==> src/design/rbfp_pkg.sv <==
`timescale 1ns / 1ps

package rbfp_pkg;

   // bank geometry
   localparam int INDEX_WIDTH = 16;
   localparam int BANK_DEPTH  = 1 << INDEX_WIDTH;

   // word field widths
   localparam int HASH_WIDTH = 64;
   localparam int HALF_WIDTH = 32;
   localparam int FUNC_WIDTH = 2;

   // command queue between front and back
   localparam int QUEUE_DEPTH = 2;
   localparam int QUEUE_PTR_W = $clog2(QUEUE_DEPTH);

   typedef logic [FUNC_WIDTH-1:0]  func_type;
   typedef logic [HASH_WIDTH-1:0]  hash_type;
   typedef logic [INDEX_WIDTH-1:0] pos_type;

   // operation codes
   localparam func_type FUNC_ADD  = 2'd0;
   localparam func_type FUNC_TEST = 2'd1;
   localparam func_type FUNC_SWAP = 2'd2;

   // classified command
   typedef struct packed {
      func_type func;
      pos_type  pos_a;
      pos_type  pos_b;
   } cmd_type;

   // queue head as seen by the back part
   typedef struct packed {
      logic    valid;
      cmd_type cmd;
   } queue_head_type;

   // back part status towards the front part
   typedef struct packed {
      logic pop;
      logic accepting;
   } back_status_type;

endpackage

==> src/design/rbfp_if.sv <==
`timescale 1ns / 1ps

// request channel
interface rbfp_req_if;
   import rbfp_pkg::*;

   logic     valid;
   logic     ready;
   func_type func;
   hash_type key_hash;

   modport source (output valid, output func, output key_hash, input ready);
   modport sink (input valid, input func, input key_hash, output ready);
endinterface


==> src/design/rbfp_front.sv <==
`timescale 1ns / 1ps

module rbfp_front (
   input  logic                     clock,
   input  logic                     reset,
   rbfp_req_if.sink                 req_ch,
   input  rbfp_pkg::back_status_type status,
   output rbfp_pkg::queue_head_type head
);
   import rbfp_pkg::*;

   cmd_type                entry_ff [QUEUE_DEPTH];
   logic [QUEUE_PTR_W-1:0] wr_ptr_ff, wr_ptr_in;
   logic [QUEUE_PTR_W-1:0] rd_ptr_ff, rd_ptr_in;
   logic [QUEUE_PTR_W:0]   count_ff, count_in;
   logic                   push;
   cmd_type                cmd;

   // split the hash into the two probe positions
   always_comb begin
      cmd.func  = req_ch.func;
      cmd.pos_a = req_ch.key_hash[HALF_WIDTH +: INDEX_WIDTH];
      cmd.pos_b = req_ch.key_hash[INDEX_WIDTH-1:0];
   end

   // take a word while there is room and the banks are initialised
   assign req_ch.ready = status.accepting &&
                         (count_ff != QUEUE_DEPTH[QUEUE_PTR_W:0]);
   assign push         = req_ch.valid && req_ch.ready;

   // queue pointers and fill count
   always_comb begin
      wr_ptr_in = push ? wr_ptr_ff + 1'b1 : wr_ptr_ff;
      rd_ptr_in = status.pop ? rd_ptr_ff + 1'b1 : rd_ptr_ff;
      count_in  = count_ff;
      if (push && !status.pop) begin
         count_in = count_ff + 1'b1;
      end else if (!push && status.pop) begin
         count_in = count_ff - 1'b1;
      end
   end

   always_ff @(posedge clock) begin
      if (reset) begin
         wr_ptr_ff <= '0;
         rd_ptr_ff <= '0;
         count_ff  <= '0;
      end else begin
         wr_ptr_ff <= wr_ptr_in;
         rd_ptr_ff <= rd_ptr_in;
         count_ff  <= count_in;
      end
   end

   // queue storage
   always_ff @(posedge clock) begin
      if (push) begin
         entry_ff[wr_ptr_ff] <= cmd;
      end
   end

   assign head.valid = (count_ff != '0);
   assign head.cmd   = entry_ff[rd_ptr_ff];

endmodule

==> src/flat_wrapper.sv <==
// flat-port wrapper written by rule: the top's interface ports become plain ports
module rbfp_front_flat import rbfp_pkg::*;
  (clock, reset, status, head, req_ch_valid, req_ch_func, req_ch_key_hash, req_ch_ready);
  rbfp_req_if req_ch_i ();
  input  logic clock;
  input  logic reset;
  input  rbfp_pkg::back_status_type status;
  output rbfp_pkg::queue_head_type head;
  input wire logic [$bits(req_ch_i.valid)-1:0] req_ch_valid;
  input wire logic [$bits(req_ch_i.func)-1:0] req_ch_func;
  input wire logic [$bits(req_ch_i.key_hash)-1:0] req_ch_key_hash;
  output wire logic [$bits(req_ch_i.ready)-1:0] req_ch_ready;
  assign req_ch_i.valid = req_ch_valid;
  assign req_ch_i.func = req_ch_func;
  assign req_ch_i.key_hash = req_ch_key_hash;
  assign req_ch_ready = req_ch_i.ready;
  rbfp_front u_core (.clock(clock), .reset(reset), .req_ch(req_ch_i), .status(status), .head(head));
endmodule
==> config.mk <==
export PLATFORM = sky130hd
export DESIGN_NAME = rbfp_front_flat
export DESIGN_NICKNAME = d
export VERILOG_FILES = /design/src/design/rbfp_pkg.sv /design/src/design/rbfp_if.sv /design/src/design/rbfp_front.sv /design/src/flat_wrapper.sv
export SDC_FILE = /design/constraint.sdc
export NUM_CORES = 1
export LEC_CHECK = 0
export ABC_AREA = 1
export ABC_CLOCK_PERIOD_IN_PS = 6800
export BUFFER_PORTS_ARGS = -buffer_cell sky130_fd_sc_hd__buf_2
export CAP_MARGIN = 20
export CORE_ASPECT_RATIO = 0.9
export CORE_UTILIZATION = 50
export CTS_CLUSTER_SIZE = 8
export DETAILED_ROUTE_END_ITERATION = 6
export HOLD_SLACK_MARGIN = 0.08
export PLACE_DENSITY = 0.77
export SLEW_MARGIN = 20
export SYNTH_ARGS = -nofsm -noshare
export SYNTH_HDL_FRONTEND = slang
export SYNTH_SLANG_ARGS = --single-unit
==> constraint.sdc <==
create_clock -name clock -period 6.8 [get_ports clock]
set_input_delay 1.36 -clock clock [delete_from_list [all_inputs] [get_ports clock]]
set_output_delay 1.36 -clock clock [all_outputs]
set_load 0.02 [all_outputs]
-- Yosys cells after proc, flatten, opt, wreduce, memory -nomap -nowiden
Memory sizes are Yosys's and may differ from the RTL's. A register that Yosys moved wholly into a read port is not among the register bits.
Index checks and enable logic that the tools add are counted.
- flip-flop bits (word level): 4
- output and inout port bits: 36
- memory bits (writable): 68
- word-level logic and storage cells: 23
- memories: 1
- memories (memory ; depth ; width ; read ports ; clocked after memory_dff ; wr ports ; line ; source):
    u_core.entry_ff ; 2 ; 34 ; 1 ; 1 ; 1 ; rbfp_front.sv:12 ; cmd_type entry_ff [QUEUE_DEPTH];
- equal/unequal tests: 1
- mux-type cells: 6
- add/sub/neg operators: 4
- reductions and logical operators: 8
- operator list (operator ; count):
    $logic_and A1 B1 Y1 ; 4
    $mux W1 ; 4
    $mux W2 ; 2
    $reduce_bool A2 Y1 ; 2
    $add A1 B1 Y1 const B ; 2
    $add A2 B1 Y2 const B ; 1
    $logic_not A1 Y1 ; 2
    $ne A2 B2 Y1 const B ; 1
    $sub A2 B1 Y2 const B ; 1

-- Depth between registers and ports, before layout
- word-level depth: 7
- gate-level depth with buffers: 11
- gate-level depth less buffers: 11

-- Worst setup path after synthesis
OpenSTA, ideal clock, no wires.
- path kind: input -> register
- start point: input req_ch_valid
- end point: memory u_core.entry_ff[0][0] (netlist bit) (enable)
- path buffers: 0
- required time: 6.375 ns
- stages on the path: 2
- setup time: 0.425 ns
- path slack: 3.460 ns
- arrival: 2.915 ns
- path through: nand3_1 -> nor2_1
- word-level cells in the longest chain between the ends: 3
- RTL lines (element ; line ; source):
    start, declared ; flat_wrapper.sv:9 ; input wire logic [$bits(req_ch_i.valid)-1:0] req_ch_valid;
    $logic_and A1 B1 Y1 ; rbfp_front.sv:29 ; assign push = req_ch.valid && req_ch.ready;
    $mux W1 ; rbfp_front.sv:57 ; if (push) begin
    $mux W1 (not written as such) ; rbfp_front.sv:58 ; entry_ff[wr_ptr_ff] <= cmd;
    end, declared ; rbfp_front.sv:12 ;
Every way passes these cells.

-- Worst setup path in the final report
- start point: input status[0] (netlist bit)
- end point: output req_ch_ready
- word-level cells in the longest chain between the ends: 1
- RTL lines (element ; line ; source):
    start, declared ; flat_wrapper.sv:7 ; input rbfp_pkg::back_status_type status;
    $logic_and A1 B1 Y1 ; rbfp_front.sv:27 ; assign req_ch.ready = status.accepting &&
    end, declared ; flat_wrapper.sv:12 ; output wire logic [$bits(req_ch_i.ready)-1:0] req_ch_ready;
Every way passes these cells.

==> flow_summary.rst <==
.. list-table::
   :header-rows: 1

   * - Metric
     - Value
   * - Run status
     - completed
   * - Leakage
     - 1.40 nW
   * - Number of buffers and inverters on the critical path
     - 2
   * - Adder-cell share of the synthesized area
     - 0.00438
   * - Area fraction in compound gates after synthesis
     - 0.00613
   * - Endpoint of the worst-slack reg-to-reg timing path
     - u_core.entry_ff[0][9]
   * - Flip-flop and latch count after synthesis
     - 73
   * - Die outline height
     - 73.7 µm
   * - Dominant delay contributor by cell family on the critical path
     - buffers and inverters
   * - Sort of element at the end of the critical path
     - primary output
   * - DRT Wirelength
     - 4430 µm
   * - Startpoint kind of the worst setup timing path
     - input port
   * - Fraction of the yosys area taken by sequential cells
     - 0.750
   * - Design area
     - 0.00345 mm²
   * - Buffer depth of the longest clock path
     - 2
   * - First-pass DRT Iterations
     - 4
   * - Residual DRC count
     - 0
   * - Relative slew slack
     - 0.327
   * - Worst Skew
     - 8.94 ps
   * - Root buffer cell
     - clkbuf_8
   * - Largest family of logic cells by synthesized area
     - multiplexers
   * - Initial cell density of the core
     - 0.531
   * - Post CTS Setup Buffer Count
     - 0
   * - Area of the die
     - 0.00602 mm²
   * - Fill count
     - 405
   * - Antenna cells
     - 0
   * - Max-slew violation count
     - 0
   * - Worst setup slack after placement
     - 3640 ps
   * - Half-perimeter wire length of the detailed placement result
     - 2910 µm
   * - Final weighted congestion of routability-driven global placement
     - 0.662
   * - IR Drop Worst-Case VDD
     - 0.000195 V
   * - Logic depth of the worst path, buffers included
     - 3
   * - XOR/XNOR Fraction of Synth Area
     - 0.00307
   * - Congestion Overflow GR
     - 0
   * - Post-synth design cell area
     - 0.00286 mm²
   * - Max-capacitance violation count
     - 0
   * - TritonCTS Sinks
     - 73
   * - TritonCTS clock tree
     - yes
   * - Maximum net fanout on the critical path
     - 3
   * - Via count of the first global-routing pass
     - 1459
   * - R2R setup slack
     - 4940 ps
   * - Standard cell with the maximum stage delay on the critical path
     - buf_2
   * - Min-Delay Path Depth
     - 2
   * - Global-route wire length before repair
     - 6520 µm
   * - Multiplexer fraction of the synthesized cell area
     - 0.173
   * - Synthesized Nets
     - 215
   * - Clock-pin slew on the worst setup and hold paths
     - 80 ps
   * - CTS Hold Bufs
     - 0
   * - Largest net degree at the start of global routing
     - 35
   * - Top-level port count
     - 107
   * - Final hold vios
     - 0
   * - Ratio of total power to cell area
     - 282 mW/mm²
   * - Number of H-tree levels
     - 3
   * - Core area
     - 0.00538 mm²
   * - Combined global-route utilization of all metal layers
     - 0.157
   * - Start of the worst register-to-register path
     - u_core.count_ff[0]
   * - Slew at the pin closest to its max-slew limit
     - 1010 ps
   * - Number of I/O port buffers
     - 74
   * - Max Freq
     - 316 MHz
   * - Switching component of the power
     - 0.000227 W
   * - Routed len/inst
     - 14.9 µm
   * - Number of warnings printed during yosys synthesis
     - 0
   * - Data arrival, critical path
     - 1800 ps
   * - First DRT Iteration DRCs
     - 66
   * - Clock Power Share
     - 0.337
   * - Slowest cell delay on critical path
     - 180 ps
   * - Final WS setup
     - 3640 ps
   * - Final net count
     - 297
   * - Switching share of power
     - 0.233
   * - Cell-internal power
     - 0.000748 W
   * - Clock Latency Late Sink
     - 330 ps
   * - Share of cells above drive strength 1
     - 0.548
   * - Multi-input logic area
     - 613 µm²
   * - Setup violations, final
     - 0
   * - Hold path endpoint
     - u_core.rd_ptr_ff
   * - Number of antenna violations at the first check in global routing
     - 0
   * - Area growth, synth to finish
     - 20.9%
   * - Hold/Removal Path Class
     - reg2reg
   * - RSZ-0062 raised after global routing
     - no
   * - Cell count of the worst reg-to-reg path
     - 4
   * - Launch point of the worst hold path
     - u_core.rd_ptr_ff
   * - Fin Setup TNS
     - 0 ps
   * - Period utilization
     - 0.465
   * - Overall Power
     - 0.000975 W
   * - Cell type with the highest occurrence count on the critical path
     - buf_2
   * - Number of buffers created by CTS
     - 9
   * - Average size of a mapped cell
     - 20.0 µm²
   * - Cell chain of the critical path
     - buf_2 > a21boi_0 > buf_2
   * - Required arrival time at the worst endpoint
     - 5440 ps
   * - Post-Synth Simple-Gate Area
     - 0.0250
   * - Number of instances in the synthesized netlist
     - 143
   * - Startpoint-to-endpoint class of the critical path
     - in2out
   * - Detail-routed via count per cell
     - 4.86
   * - Count of vias placed by the detailed router
     - 1444
   * - Post-route antenna net violation count
     - 0
   * - Die W
     - 81.7 µm
   * - FF+latch area
     - 0.00215 mm²
   * - Register share of total power
     - 0.543
   * - Min Tclk post-route
     - 3160 ps
   * - Std cell rows
     - 25
   * - Cell variety after synth
     - 16
   * - Fraction of power consumed by combinational cells
     - 0.120
   * - Count of instances resized after the clock tree is built
     - 0
   * - Area post-placement
     - 0.00326 mm²
==> cells in the final DEF, fill, tap and decap left out, types with 2 or more instances in the layout <==
cell        instances
buf_2              74
edfxtp_1           68
mux2_4             30
inv_1              10
clkbuf_8           10
nand2_1             8
mux2_2              4
nor2_1              4
dfxtp_1             4
nand3_1             2
nand4_1             2
clkinvlp_4          2
clkinv_2            2
==> power by group through the flow <==
stage	logic, W	clock network (W)	registers (W)
CTS	0.000120	0.000337	0.000530
floorplan	0.0000965	0	0.000528
detailed placement	0.000119	0	0.000540
global placement	0.000117	0	0.000539
finish	0.000117	0.000328	0.000529
global route	0.000126	0.000351	0.000532
==> Yosys cell counts <==
| library cell | number | area [µm²] |
|---|---|---|
| mux2_2 | 4 | 45.0 |
| buf_6 | 1 | 11.3 |
| nand2_1 | 8 | 30.0 |
| inv_1 | 10 | 37.5 |
| mux2_4 | 30 | 450 |
| nand3_1 | 2 | 10.0 |
| o21ai_0 | 1 | 5.00 |
| a21boi_0 | 1 | 7.51 |
| edfxtp_1 | 68 | 2040 |
| buf_12 | 3 | 60.1 |
| ha_1 | 1 | 12.5 |
| nor2_1 | 5 | 18.8 |
| xnor2_1 | 1 | 8.76 |
| nand4_1 | 2 | 12.5 |
| a21oi_1 | 1 | 5.00 |
| dfxtp_1 | 5 | 100 |
==> worst max-delay path by stage <==
stage | startpoint | endpoint
final | status[0] | req_ch_ready
after global routing | status[0] | req_ch_ready
after CTS | flip-flop | head[14]
after detailed placement | status[0] | req_ch_ready
after global placement | status[0] | req_ch_ready
after floorplan | req_ch_valid | u_core.entry_ff[0][0]
==> cell families (layout without fill, tap and decap cells) <==
family                     Yosys count  in the layout
DFF                                 73             73
muxes                               34             34
and+or+nand+nor                     17             17
buffers and inverters               14            101
AOI/OAI and AO/OA                    3              3
adders and majority gates            1              1
xor gates and xnor gates             1              1
==> final cells by class <==
| type | count | area share |
|---|---|---|
| tap | 67 | 0.0243 |
| multi-input combinational | 56 | 0.177 |
| inverter | 10 | 0.0109 |
| sequential | 73 | 0.621 |
| clock buffer | 11 | 0.0409 |
| timing repair buffer | 75 | 0.109 |
| clock inverter | 5 | 0.0159 |
==> per-stage QoR <==
| step | std cells | util | hold WS (ps) |
|---|---|---|---|
| floorplan | 143 | - | 480 |
| global placement | 281 | 0.605 | 495 |
| detailed placement | 281 | 0.605 | 504 |
| CTS | 297 | 0.642 | 523 |
| global route | 297 | 0.642 | 544 |
| finish | 297 | 0.642 | 524 |
==> worst register-to-register path: stages (launching register included) <==
cell	delay, ps
dfxtp_1	330
inv_1	90
nand2_1	90
nand3_1	150
nor2_4	800
==> layer usage <==
| layer | vias to the layer above | track usage | part of all wire |
|---|---|---|---|
| met5 | - | 0 | 0 |
| met4 | 0 | 0.107 | 0.022 |
| met3 | 9 | 0.0385 | 0.058 |
| met2 | 58 | 0.270 | 0.53 |
| met1 | 676 | 0.169 | 0.39 |
| li1 | 701 | - | - |
==> state kept, by name, summed over array words and instances (netlist names), named ones only <==
signal,count
u_core.entry_ff,68
u_core.count_ff,2
u_core.rd_ptr_ff,1
u_core.wr_ptr_ff,1
No activity file was read; power rests on OpenSTA's default activity.
